File: src/rtl/cda_pkg.sv
// Package for the calendar date advance core: microcode ROM, control word type,
// calendar helper functions (leap year, month length, mod 7).
// No dependencies.
`timescale 1ns / 1ps

package cda_pkg;

   // micro-ops
   localparam logic [2:0] OP_NOP     = 3'd0;
   localparam logic [2:0] OP_CAPTURE = 3'd1;
   localparam logic [2:0] OP_DELTA   = 3'd2;
   localparam logic [2:0] OP_ROLL    = 3'd3;
   localparam logic [2:0] OP_EMIT    = 3'd4;
   localparam logic [2:0] OP_LOAD    = 3'd5;

   // jump conditions; jump to target when true, else fall through
   localparam logic [2:0] COND_NEXT    = 3'd0;
   localparam logic [2:0] COND_ALWAYS  = 3'd1;
   localparam logic [2:0] COND_IDLE    = 3'd2;
   localparam logic [2:0] COND_KIND    = 3'd3;
   localparam logic [2:0] COND_NOT_FIT = 3'd4;
   localparam logic [2:0] COND_BUSY    = 3'd5;

   // program addresses
   localparam logic [2:0] STEP_WAIT  = 3'd0;
   localparam logic [2:0] STEP_DELTA = 3'd1;
   localparam logic [2:0] STEP_ROLL  = 3'd2;
   localparam logic [2:0] STEP_EMIT  = 3'd3;
   localparam logic [2:0] STEP_BACK  = 3'd4;
   localparam logic [2:0] STEP_LOAD  = 3'd5;

   localparam logic [8:0] YEAR_DAYS      = 9'd365;
   localparam logic [8:0] LEAP_YEAR_DAYS = 9'd366;
   localparam logic [3:0] LAST_MONTH     = 4'd11;

   typedef struct packed {
      logic [2:0] op;
      logic [2:0] cond;
      logic [2:0] target;
   } uword_type;

   function automatic uword_type ucode_rom(input logic [2:0] step);
      uword_type w;
      unique case (step)
         STEP_WAIT:  w = '{op: OP_CAPTURE, cond: COND_IDLE,    target: STEP_WAIT};
         STEP_DELTA: w = '{op: OP_DELTA,   cond: COND_KIND,    target: STEP_LOAD};
         STEP_ROLL:  w = '{op: OP_ROLL,    cond: COND_NOT_FIT, target: STEP_ROLL};
         STEP_EMIT:  w = '{op: OP_EMIT,    cond: COND_BUSY,    target: STEP_EMIT};
         STEP_BACK:  w = '{op: OP_NOP,     cond: COND_ALWAYS,  target: STEP_WAIT};
         STEP_LOAD:  w = '{op: OP_LOAD,    cond: COND_ALWAYS,  target: STEP_EMIT};
         default:    w = '{op: OP_NOP,     cond: COND_ALWAYS,  target: STEP_WAIT};
      endcase
      return w;
   endfunction

   // year is years since 1900; the only century years in range are 1900, 2000, 2100
   function automatic logic is_leap(input logic [7:0] year);
      return (year[1:0] == 2'd0) && (year != 8'd0) && (year != 8'd200);
   endfunction

   function automatic logic [4:0] days_in(input logic [3:0] month, input logic [7:0] year);
      logic [4:0] d;
      case (month)
         4'd1:                      d = is_leap(year) ? 5'd29 : 5'd28;
         4'd3, 4'd5, 4'd8, 4'd10:   d = 5'd30;
         default:                   d = 5'd31;
      endcase
      return d;
   endfunction

   // 8 == 1 (mod 7): fold octal digits twice, then one conditional subtract
   function automatic logic [2:0] mod7(input logic [9:0] x);
      logic [4:0] s;
      logic [3:0] t;
      s = 5'(x[2:0]) + 5'(x[5:3]) + 5'(x[8:6]) + 5'(x[9]);
      t = 4'(s[2:0]) + 4'(s[4:3]);
      return (t >= 4'd7) ? 3'(t - 4'd7) : t[2:0];
   endfunction

endpackage

File: src/rtl/calendar_date_advance_core.sv
// Calendar date advance core: keeps the stored date and rolls it forward from
// the RTC day count. Depends on cda_pkg (microcode ROM and calendar helpers).
//
// Sequence: a load passes DELTA, LOAD and EMIT; a read passes DELTA, the ROLL
// loop (one ROLL step per month crossed, plus the step that finds the day fits)
// and EMIT. rsp_tvalid is set from EMIT once the output register is free. A new
// transaction is taken only in the wait step, after EMIT and BACK; a finished
// result waits in the output register while the next transaction is taken.
// Reset (synchronous, active high) clears the stored date to all zeros and empties
// the output register.
`timescale 1ns / 1ps

module calendar_date_advance_core (
   input  logic        clock,
   input  logic        reset,
   input  logic        req_tvalid,
   output logic        req_tready,
   // day_count[8:0], tod_hours[13:9], tod_minutes[19:14], tod_seconds[25:20],
   // load_year[33:26], load_month[37:34], load_mday[42:38], load_yday[51:43],
   // load_wday[54:52], zero[55]
   input  logic [55:0] req_tdata,
   // kind[0]
   input  logic        req_tuser,
   output logic        rsp_tvalid,
   input  logic        rsp_tready,
   // out_year[7:0], out_month[11:8], out_mday[16:12], out_yday[25:17],
   // out_wday[28:26], out_hours[33:29], out_minutes[39:34], out_seconds[45:40],
   // rewrite_days[46], new_days[55:47]
   output logic [55:0] rsp_tdata
);
   import cda_pkg::*;

   logic [2:0]  pc_ff, pc_in;
   logic        kind_ff;
   logic [55:0] req_data_ff;
   logic [7:0]  year_ff, year_in;
   logic [3:0]  month_ff, month_in;
   logic [9:0]  mday_ff, mday_in;
   logic [8:0]  yday_ff, yday_in;
   logic [2:0]  wday_ff, wday_in;
   logic        rewrite_ff, rewrite_in;
   logic        rsp_valid_ff, rsp_valid_in;
   logic [55:0] rsp_data_ff, rsp_data_in;

   uword_type   uw;
   logic        req_fire, slot_free, fit, cond_true, emit_fire;
   logic [8:0]  day_count, delta, ylen;
   logic [4:0]  dim;
   logic [3:0]  ld_month;

   assign uw         = ucode_rom(pc_ff);
   assign req_tready = (pc_ff == STEP_WAIT);
   assign req_fire   = req_tvalid && req_tready;
   assign slot_free  = !rsp_valid_ff || rsp_tready;
   assign emit_fire  = (uw.op == OP_EMIT) && slot_free;

   assign day_count = req_data_ff[8:0];
   assign delta     = (day_count >= yday_ff) ? (day_count - yday_ff) : 9'd0;
   assign dim       = days_in(month_ff, year_ff);
   assign fit       = (mday_ff <= {5'd0, dim});
   assign ylen      = is_leap(year_ff) ? LEAP_YEAR_DAYS : YEAR_DAYS;
   assign ld_month  = (req_data_ff[37:34] > LAST_MONTH) ? LAST_MONTH : req_data_ff[37:34];

   always_comb begin
      case (uw.cond)
         COND_NEXT:    cond_true = 1'b0;
         COND_ALWAYS:  cond_true = 1'b1;
         COND_IDLE:    cond_true = !req_fire;
         COND_KIND:    cond_true = kind_ff;
         COND_NOT_FIT: cond_true = !fit;
         COND_BUSY:    cond_true = !slot_free;
         default:      cond_true = 1'b1;
      endcase
      pc_in = cond_true ? uw.target : 3'(pc_ff + 3'd1);
   end

   always_comb begin
      year_in      = year_ff;
      month_in     = month_ff;
      mday_in      = mday_ff;
      yday_in      = yday_ff;
      wday_in      = wday_ff;
      rewrite_in   = rewrite_ff;
      rsp_valid_in = rsp_valid_ff && !rsp_tready;
      rsp_data_in  = rsp_data_ff;
      case (uw.op)
         OP_DELTA: begin
            if (!kind_ff) begin
               mday_in    = {5'd0, mday_ff[4:0]} + {1'b0, delta};
               yday_in    = (day_count >= yday_ff) ? day_count : yday_ff;
               wday_in    = mod7({7'd0, wday_ff} + {1'b0, delta});
               rewrite_in = 1'b0;
            end
         end
         OP_ROLL: begin
            if (!fit) begin
               mday_in = mday_ff - {5'd0, dim};
               if (month_ff >= LAST_MONTH) begin
                  month_in   = 4'd0;
                  yday_in    = (yday_ff >= ylen) ? (yday_ff - ylen) : 9'd0;
                  year_in    = year_ff + 8'd1;
                  rewrite_in = 1'b1;
               end else begin
                  month_in = month_ff + 4'd1;
               end
            end
         end
         OP_LOAD: begin
            year_in    = req_data_ff[33:26];
            month_in   = ld_month;
            mday_in    = {5'd0, req_data_ff[42:38]};
            yday_in    = req_data_ff[51:43];
            wday_in    = req_data_ff[54:52];
            rewrite_in = 1'b0;
         end
         OP_EMIT: begin
            if (slot_free) begin
               rsp_valid_in = 1'b1;
               rsp_data_in  = {(rewrite_ff ? yday_ff : 9'd0), rewrite_ff,
                               req_data_ff[25:9], wday_ff, yday_ff, mday_ff[4:0],
                               month_ff, year_ff};
            end
         end
         default: begin
         end
      endcase
   end

   always_ff @(posedge clock) begin
      if (reset) begin
         pc_ff        <= STEP_WAIT;
         year_ff      <= '0;
         month_ff     <= '0;
         mday_ff      <= '0;
         yday_ff      <= '0;
         wday_ff      <= '0;
         rewrite_ff   <= 1'b0;
         rsp_valid_ff <= 1'b0;
      end else begin
         pc_ff        <= pc_in;
         year_ff      <= year_in;
         month_ff     <= month_in;
         mday_ff      <= mday_in;
         yday_ff      <= yday_in;
         wday_ff      <= wday_in;
         rewrite_ff   <= rewrite_in;
         rsp_valid_ff <= rsp_valid_in;
      end
   end

   always_ff @(posedge clock) begin
      if (req_fire) begin
         req_data_ff <= req_tdata;
         kind_ff     <= req_tuser;
      end
      rsp_data_ff <= rsp_data_in;
   end

   assign rsp_tvalid = rsp_valid_ff;
   assign rsp_tdata  = rsp_data_ff;

   // month counter never leaves 0..11
   a_month_range: assert property (@(posedge clock) disable iff (reset)
      month_ff <= LAST_MONTH)
      else $error("month out of range");

   // an accepted transaction always starts at the delta step
   a_dispatch: assert property (@(posedge clock) disable iff (reset)
      req_fire |=> pc_ff == STEP_DELTA)
      else $error("sequencer did not dispatch");

   // year rollover flag only rises in the roll step
   a_rewrite_src: assert property (@(posedge clock) disable iff (reset)
      $rose(rewrite_ff) |-> $past(pc_ff) == STEP_ROLL)
      else $error("rewrite flag set outside roll step");

   // new day count is zero unless a rewrite is requested
   a_new_days: assert property (@(posedge clock) disable iff (reset)
      rsp_valid_ff && !rsp_data_ff[46] |-> rsp_data_ff[55:47] == 9'd0)
      else $error("new_days without rewrite");

   // the roll loop is left only when the day of month fits the month
   a_roll_exit: assert property (@(posedge clock) disable iff (reset)
      pc_ff == STEP_ROLL && pc_in == STEP_EMIT |-> mday_ff <= {5'd0, dim})
      else $error("roll loop left early");

endmodule

File: config.mk
export PLATFORM = sky130hd
export DESIGN_NAME = calendar_date_advance_core
export DESIGN_NICKNAME = d
export VERILOG_FILES = /design/src/rtl/cda_pkg.sv /design/src/rtl/calendar_date_advance_core.sv
export SDC_FILE = /design/constraint.sdc
export NUM_CORES = 1
export LEC_CHECK = 0
export ABC_AREA = 1
export BUFFER_PORTS_ARGS = -buffer_cell sky130_fd_sc_hd__buf_2
export CAP_MARGIN = 20
export CORE_ASPECT_RATIO = 0.5
export CORE_MARGIN = 3
export CORE_UTILIZATION = 51
export DETAILED_ROUTE_END_ITERATION = 8
export PLACE_DENSITY = 0.76
export SYNTH_ARGS = -nofsm -noshare
export SYNTH_HDL_FRONTEND = slang
export SYNTH_SLANG_ARGS = --single-unit
File: constraint.sdc
create_clock -name clock -period 11.65 [get_ports clock]
set_input_delay 0.5825 -clock clock [delete_from_list [all_inputs] [get_ports clock]]
set_output_delay 0.5825 -clock clock [all_outputs]
set_load 0.01 [all_outputs]
==> flow_summary.yaml, run 1 <==
status:
  outcome: "completed"
placed_design:
  place_hpwl_mm: 11.5
  portBuffers: 117
  gp_congestion: 0.918
  dp.cells: 1073
  placed_cell_area_um2: 8370
global_routing:
  grt_util_met3: 0.0480
  overflow: 0
  grtUsageMet1: 0.280
  antenna_found_initial: 0
  grt_first_pass_wirelength_mm: 26.2
  top_usage_layer: "met2"
  met2_usage: 0.313
  grt_pass1_vias: 5407
  grt_max_degree: 57
  grt.total_usage: 0.201
logic_synthesis:
  synth_warnings: 0
  synth_top_area_share: 0.443
  synth_area_leader_cell: "edfxtp_1"
  ys_ff_latch: 151
  synth_async_sr_flop_share: 0
  synthesis.nets: 882
  ys_seq_area_frac: 0.546
  synth_cell_types: 46
  yosys-top-cells-area: "edfxtp_1, dfxtp_1, nand2_1"
  netlist_area_um2: 7590
  synth_edf_count: 112
  ys.flop_type: "edfxtp_1"
  synth_area_per_cell_um2: 9.79
  synthCells: 775
floorplanning:
  start_util: 0.541
  die_area_um2: 16500
  io_pins: 119
  core_um2: 14000
  die_h_um: 92.3
  rows: 30
  die_x_um: 179
finish:
  final_area_um2: 8990
  layout_commonest_cell: "nand2_1"
  fillCellCount: 1120
  utilization: 0.641
  stdcell_count: 1105
  syn_to_final_growth_pct: 18.5
  layout_common_cells: "nand2_1, buf_2, edfxtp_1"
  antennaDiodeCount: 0
  post_route_cells_drive_above_1_share: 0.205
  final_nets: 1007
detailed_routing:
  drt-initial-drc-count: 484
  post_drt_wl_per_cell_um: 14.7
  via_per_inst: 5.23
  finalWirelength_mm: 16.2
  drtPass1Iterations: 5
  drc: 0
  vias: 5775
  ant_nets: 0
critical_path:
  slowest_stage: "fa_1"
  crit_path_start_kind: "flop"
  path_class: "reg -> reg"
  critPathRequiredTime_ns: 11.98
  slowest_delay_ns: 0.52
  cp-end-kind: "flop"
  critPathMostFrequentCell: "nand2_1"
  path_max_fanout: 10
  cp_data_arrival_time_ns: 6.33
cts:
  cts_root_buf: "clkbuf_16"
  cts_resized: 0
  clkTransAtPathRegs_ns: 0.07
  cts_tree: "yes"
  htreeDepth: 4
  clock_latency_ns: 0.43
  cts_setup_buffers: 0
  clk_path_buf_depth: 2
  cts-hold-fix-buffers: 0
  cts_sinks: 151
  cts_buffers: 17
sta:
  hold_viol_final: 0
  period_needed_ns: 6.00
  fin_worst_skew_ns: 0.0119
  rsz0062_at_grt: "false"
  finalSetupViolations: 0
  fmax_mhz: 167
  drv_slew: 0
  max-slew-margin-rel: 0.400
  tightestPinTransition_ns: 0.900
  fin_crit_sh: 0.515
  finalSetupTns_ns: 0
flow_run:
  cap_violations: 0
min_path:
  hp-class: "in -> reg"
## synthesized netlist by cell type, types with 2 or more instances
cell type	instances
a21oi_2	2
buf_4	4
dfxtp_1	39
nor3b_1	2
edfxtp_1	112
o21ai_1	10
inv_2	6
nor2_1	54
nor2_2	3
nand3_1	38
or2_2	7
nor3_1	6
clkbuf_1	6
o211ai_1	4
a21oi_1	56
a31oi_1	11
xnor2_1	6
a221oi_1	2
nand3b_1	4
o21a_1	2
nor2_4	3
nand2_4	4
nand4_1	8
nand2_1	148
fa_1	8
o21ai_0	43
nand2_2	4
ha_1	38
xor2_1	21
buf_6	2
inv_1	107
## kinds of logic after synthesis
family	count (synthesis)	synth area share
XOR/XNOR	27	0.0312
buffers and inverters	127	0.0671
adder cells (fa/ha/maj)	46	0.0837
AND/OR/NAND/NOR	285	0.170
flip-flops	151	0.546
AO/OA/AOI/OAI	139	0.102
## layer usage
metal	vias up	routed length (um)	share of wire
li1	2867	-	-
met1	2692	7570	0.47
met2	188	7400	0.46
met3	28	1070	0.066
met4	0	199	0.012
met5	-	0	0
## metrics by stage
stage,setup WS [ns],hold slack (ns)
4_1_cts,5.65,0.312
3_5_place_dp,5.73,0.405
2_1_floorplan,6.47,0.400
6_report,5.65,0.326
5_1_grt,5.11,0.308
3_3_place_gp,5.85,0.401
## worst max-delay path: cells and delay by family, from the launching register on
family | cells | cell delay [ns]
adder cells (fa/ha/maj) | 8 | 2.47
AND/OR/NAND/NOR | 16 | 1.67
AO/OA/AOI/OAI | 3 | 0.52
buffers and inverters | 6 | 0.47
flip-flops | 1 | 0.42
XOR/XNOR | 2 | 0.35
## registers in the layout, indices dropped and copies added, names as in the netlist
name         count
yday_ff          9
rsp_tvalid       1
wday_ff          3
req_data_ff     55
mday_ff         10
kind_ff          1
pc_ff            3
month_ff         4
year_ff          8
rsp_tdata       56
rewrite_ff       1
## cell type report
| type | instances | area [um2] | share of cell area |
|---|---|---|---|
| clock buffers | 17 | 425 | 0.0473 |
| clock inverters | 15 | 198 | 0.0220 |
| inverters | 113 | 424 | 0.0472 |
| multi-input cells | 497 | 2950 | 0.328 |
| flip-flops and latches | 151 | 4140 | 0.461 |
| well taps | 192 | 240 | 0.0267 |
| repair buffers | 120 | 608 | 0.0676 |
## final timing paths
| check | startpoint | end | slack (ns) | depth (start not counted) |
|---|---|---|---|---|
| worst max-delay path | yday_ff[4]$_SDFFE_PP0P_ | wday_ff[1]$_SDFFE_PP0P_ | 5.65 | 35 |
| worst min-delay path | req_tdata[22] | req_data_ff[22]$_DFFE_PP_ | 0.33 | 1 |
| worst max register to register | yday_ff[4]$_SDFFE_PP0P_ | wday_ff[1]$_SDFFE_PP0P_ | 5.65 | 35 |
| worst min register to register | req_data_ff[24]$_DFFE_PP_ | rsp_tdata[44]$_DFFE_PP_ | 0.41 | 0 |
Power of run 1 is not shown: default switching activity piles up to over one toggle a cycle in this logic, so the estimate is an artifact.
==> inputs of run 2 (changes only) <==
Settings changed: PLACE_DENSITY 0.76 to 0.79.
Clock period 11.65 ns to 5.3 ns, I/O delays scaled along.
==> run 2 against run 1 <==
Against the previous run:
- first-iteration DRC count down 9.9%
- worst setup slack worse by 5.6 ns
- clock skew about the same
- critical path type unchanged
- largest cell class unchanged
==> flow_summary.yaml, run 2 (same netlist as run 1, synthesis figures left out) <==
detailed_routing:
  via_per_inst: 5.25
  drtPass1Iterations: 5
  drc: 0
  ant_nets: 0
  finalWirelength_mm: 18.2
  vias: 6097
  post_drt_wl_per_cell_um: 15.7
  drt-initial-drc-count: 436
min_path:
  hold_path_depth: 1
  hold-path-endpoint: "req_data_ff[27]$_DFFE_PP_"
  min_from: "req_tdata[27]"
  hp-class: "in -> reg"
sta:
  setup_ws_ns: 0.0163
  rsz0062_at_grt: "true"
  drv_slew: 0
  fin_worst_skew_ns: 0.0115
  tightestPinTransition_ns: 1.02
  period_needed_ns: 5.28
  hold_viol_final: 0
  fin_crit_sh: 0.997
  max-slew-margin-rel: 0.322
  fmax_mhz: 189
  worst_hold_slack_ns: 0.0127
  finalSetupViolations: 0
critical_path:
  path_class: "reg -> reg"
  r2r_start: "yday_ff[2]$_SDFFE_PP0P_"
  critPathRequiredTime_ns: 5.62
  slowest_stage: "fa_1"
  cp_data_arrival_time_ns: 5.60
  path_max_fanout: 6
  cp-end-kind: "flop"
  critPathMostFrequentCell: "buf_4"
  r2r_end: "wday_ff[1]$_SDFFE_PP0P_"
  r2r_slack_ns: 0.02
  r2r_cells: 35
  crit_path_start_kind: "flop"
  slowest_delay_ns: 0.49
finish:
  utilization: 0.690
  antennaDiodeCount: 0
  layout_common_cells: "nand2_1, buf_2, edfxtp_1"
  largest_reg_flops: 56
  post_route_cells_drive_above_1_share: 0.303
  syn_to_final_growth_pct: 27.6
  layout_commonest_cell: "nand2_1"
  final_nets: 1063
  fillCellCount: 1029
floorplanning:
  die_x_um: 179
  rows: 30
  die_h_um: 92.3
  start_util: 0.541
  core_um2: 14000
  die_area_um2: 16500
  io_pins: 119
cts:
  cts_sinks: 151
  clk_path_buf_depth: 2
  clock_latency_ns: 0.42
  cts_tree: "yes"
  cts_buffers: 17
  cts_root_buf: "clkbuf_16"
  htreeDepth: 4
  clkTransAtPathRegs_ns: 0.07
global_routing:
  grt_max_degree: 54
  antenna_found_initial: 0
  overflow: 0
  grt_first_pass_wirelength_mm: 28.9
  grt_pass1_vias: 5987
  grt.total_usage: 0.222
status:
  outcome: "completed"
placed_design:
  gp_congestion: 0.901
  pre_cts_ws_ns: -0.0762
  portBuffers: 117
  place_hpwl_mm: 12.3
flow_run:
  cap_violations: 0
==> run 2: changes by cell type in the layout (fill, tap and decap cells not counted), sizes merged <==
cell | before | now
buf | 120 | 173
clkinv | 7 | 2
clkinvlp | 0 | 3
dlygate4sd3 | 0 | 3
inv | 120 | 122
==> run 2: worst max-delay path by stage <==
stage,start,endpoint,slack (ns)
5_1_grt,yday_ff[2]$_SDFFE_PP0P_,wday_ff[1]$_SDFFE_PP0P_,-0.28
4_1_cts,req_data_ff[0]$_DFFE_PP_,wday_ff[0]$_SDFFE_PP0P_,0.007
3_3_place_gp,req_data_ff[4]$_DFFE_PP_,wday_ff[1]$_SDFFE_PP0P_,0.04
2_1_floorplan,yday_ff[4]$_SDFFE_PP0P_,wday_ff[1]$_SDFFE_PP0P_,0.12
3_5_place_dp,req_data_ff[2]$_DFFE_PP_,wday_ff[1]$_SDFFE_PP0P_,-0.08
6_report,yday_ff[2]$_SDFFE_PP0P_,wday_ff[1]$_SDFFE_PP0P_,0.02
==> run 2: critical path, delay by kind of cell (launching register included) <==
kind,cells,cell delay [ns]
XOR/XNOR,2,0.34
AND/OR/NAND/NOR,14,1.05
buffers and inverters,11,1.11
AO/OA/AOI/OAI,2,0.39
adder cells (fa/ha/maj),6,1.92
flip-flops,1,0.34
==> run 2: final cells by class <==
cell class	instances	area, um2	area share
Clock buffer	17	425	0.0439
Clock inverter	15	176	0.0182
Timing Repair Buffer	176	1040	0.107
Inverter	113	424	0.0438
Sequential cell	151	4140	0.428
Multi-Input combinational cell	497	3230	0.334
Tap cell	192	240	0.0248
==> run 2: repair_timing <==
item                       4_1_cts  5_1_grt
gates cloned                     0        0
pin swaps                       16       31
setup buffers                   15        5
hold buffers                     0        3
gates resized for setup         24       41
hold endpoints to repair         0        3
setup endpoints to repair        3        3
==> run 2: per-layer routing <==
| layer | vias to the layer above | share of wire | wire length [um] | track usage |
|---|---|---|---|---|
| met3 | 40 | 0.074 | 1350 | 0.0405 |
| met4 | 0 | 0.019 | 340 | 0.0797 |
| met5 | - | 0 | 0 | 0 |
| li1 | 2985 | - | - | - |
| met2 | 250 | 0.48 | 8760 | 0.362 |
| met1 | 2822 | 0.43 | 7770 | 0.300 |
==> run 2: stage by stage <==
stage | area, um2 | std cells | setup TNS (ns)
floorplan | 7590 | 775 | 0
global placement | 8620 | 1106 | 0
detailed placement | 8620 | 1106 | -0.0762
CTS | 9480 | 1153 | 0
global route | 9680 | 1161 | -0.724
finish | 9680 | 1161 | 0
Power of run 2 is left out for the same reason.
==> inputs of run 3 (changes only) <==
Settings changed: CORE_UTILIZATION 51 to 45, GPL_ROUTABILITY_DRIVEN set to 0, PLACE_DENSITY 0.79 to 0.71.
==> run 3 against run 2 <==
Against the previous run:
- global-route usage is 2.6 points lower
- via count is 1.1% lower
- routed wire length is 2.0% higher
- clock skew hardly changed
- critical path depth is 6 lower
- fmax is 1.7% higher
- sequential share of layout area is 0.27 points lower
- non-clock buffer count is 1 lower
- critical path type unchanged
- die area is 13% higher
- utilization is 7.8 points lower
- worst setup slack better by 0.086 ns
==> flow_summary.yaml, run 3 (same netlist as run 1, synthesis figures left out) <==
status:
  outcome: "completed"
global_routing:
  grt_max_degree: 57
  grt.total_usage: 0.196
  grt_first_pass_wirelength_mm: 28.7
  grt_pass1_vias: 5834
  antenna_found_initial: 0
  overflow: 0
detailed_routing:
  drt-initial-drc-count: 446
  vias: 6027
  ant_nets: 0
  drtPass1Iterations: 6
  via_per_inst: 5.07
  post_drt_wl_per_cell_um: 15.6
  drc: 0
  finalWirelength_mm: 18.6
finish:
  syn_to_final_growth_pct: 28.4
  post_route_cells_drive_above_1_share: 0.281
  final_nets: 1062
  largest_reg_flops: 56
  layout_common_cells: "nand2_1, buf_2, edfxtp_1"
  layout_commonest_cell: "nand2_1"
  antennaDiodeCount: 0
floorplanning:
  core_um2: 15900
  die_h_um: 97.8
  die_area_um2: 18600
  start_util: 0.476
  die_x_um: 190
  rows: 32
  io_pins: 119
cts:
  cts_tree: "yes"
  cts_sinks: 151
  clk_path_buf_depth: 2
  clkTransAtPathRegs_ns: 0.07
  htreeDepth: 4
  cts_root_buf: "clkbuf_16"
  cts_buffers: 17
  clock_latency_ns: 0.42
sta:
  fmax_mhz: 192
  hold_viol_final: 0
  finalSetupTns_ns: 0
  max-slew-margin-rel: 0.340
  tightestPinTransition_ns: 0.989
  fin_crit_sh: 0.981
  drv_slew: 0
  fin_worst_skew_ns: 0.0114
  finalSetupViolations: 0
  rsz0062_at_grt: "true"
  period_needed_ns: 5.20
flow_run:
  cap_violations: 0
critical_path:
  crit_path_start_kind: "flop"
  r2r_start: "req_data_ff[0]$_DFFE_PP_"
  cp-end-kind: "flop"
  path_max_fanout: 3
  cp_data_arrival_time_ns: 5.54
  slowest_stage: "fa_1"
  path_class: "reg -> reg"
  critPathRequiredTime_ns: 5.64
  slowest_delay_ns: 0.49
  crit_start: "req_data_ff[0]$_DFFE_PP_"
  r2r_slack_ns: 0.10
  critical_path.top_delay_family: "adder cells"
  crit_buf_inv: 5
  r2r_cells: 29
  crit_end: "wday_ff[1]$_SDFFE_PP0P_"
  critPathMostFrequentCell: "nand2_2"
  r2r_end: "wday_ff[1]$_SDFFE_PP0P_"
  crit_cells: 29
placed_design:
  portBuffers: 117
  place_hpwl_mm: 12.7
min_path:
  hold_path_depth: 1
  hp-class: "in -> reg"
run 3: cell types whose count changed in the layout (fill, tap and decap cells not counted), sizes merged:
cell | before | now
clkinvlp | 3 | 5
clkbuf | 17 | 18
dlygate4sd3 | 3 | 22
inv | 122 | 120
buf | 173 | 153
clkinv | 2 | 1
run 3: final cells by class:
class                      count  area, um2
inverter                     113        429
sequential                   151       4140
fill                        1307       6190
clock inverter                14        139
tap                          221        277
timing repair buffer         175       1090
multi-input combinational    497       3240
clock buffer                  18        429
run 3: metrics by stage:
| step | utilization | cells | instance area [um2] | worst slack [ns] | hold slack [ns] |
|---|---|---|---|---|---|
| final | 0.612 | 1189 | 9750 | 0.103 | 0.0158 |
| after global routing | 0.612 | 1189 | 9750 | -0.233 | 0.000269 |
| after CTS | 0.586 | 1169 | 9340 | 0.000600 | 0.000400 |
| after detailed placement | 0.537 | 1122 | 8560 | -0.133 | 0.405 |
| after global placement | 0.537 | 1122 | 8560 | 0.0877 | 0.402 |
| after floorplan | - | 775 | 7590 | 0.123 | 0.364 |
run 3: worst register-to-register path, delay by kind of cell (launching register included):
kind,cells,cell delay [ns]
and+or+nand+nor,10,0.77
buffers and inverters,5,0.29
adders and majority gates,8,2.55
AOI/OAI and AO/OA,3,0.49
xor gates and xnor gates,3,0.57
DFF,1,0.43
run 3: repair_timing:
| item | CTS | global route |
|---|---|---|
| hold buffers | 11 | 11 |
| resized for setup | 11 | 52 |
| pin swaps | 9 | 29 |
| gates cloned | 0 | 0 |
| endpoints found under the hold margin | 11 | 11 |
| buffers inserted | 4 | 8 |
| setup endpoints to repair | 3 | 3 |
run 3: how the worst min path moves through the flow:
stage / end / start / slack, ns
2_1_floorplan: kind_ff$_DFFE_PP_ / req_tuser / 0.36
3_3_place_gp: rsp_tdata[42]$_DFFE_PP_ / req_data_ff[22]$_DFFE_PP_ / 0.40
3_5_place_dp: rsp_tdata[42]$_DFFE_PP_ / req_data_ff[22]$_DFFE_PP_ / 0.41
4_1_cts: req_data_ff[43]$_DFFE_PP_ / req_tdata[43] / 0.0004
5_1_grt: req_data_ff[29]$_DFFE_PP_ / req_tdata[29] / 0.0003
6_report: req_data_ff[29]$_DFFE_PP_ / req_tdata[29] / 0.02
run 3: metal layers:
| metal | wire length (um) | GRT usage |
|---|---|---|
| met5 | 0 | 0 |
| met4 | 299 | 0.0596 |
| met3 | 1050 | 0.0459 |
| met2 | 8700 | 0.316 |
| met1 | 8540 | 0.266 |
Power of run 3 is left out for the same reason.
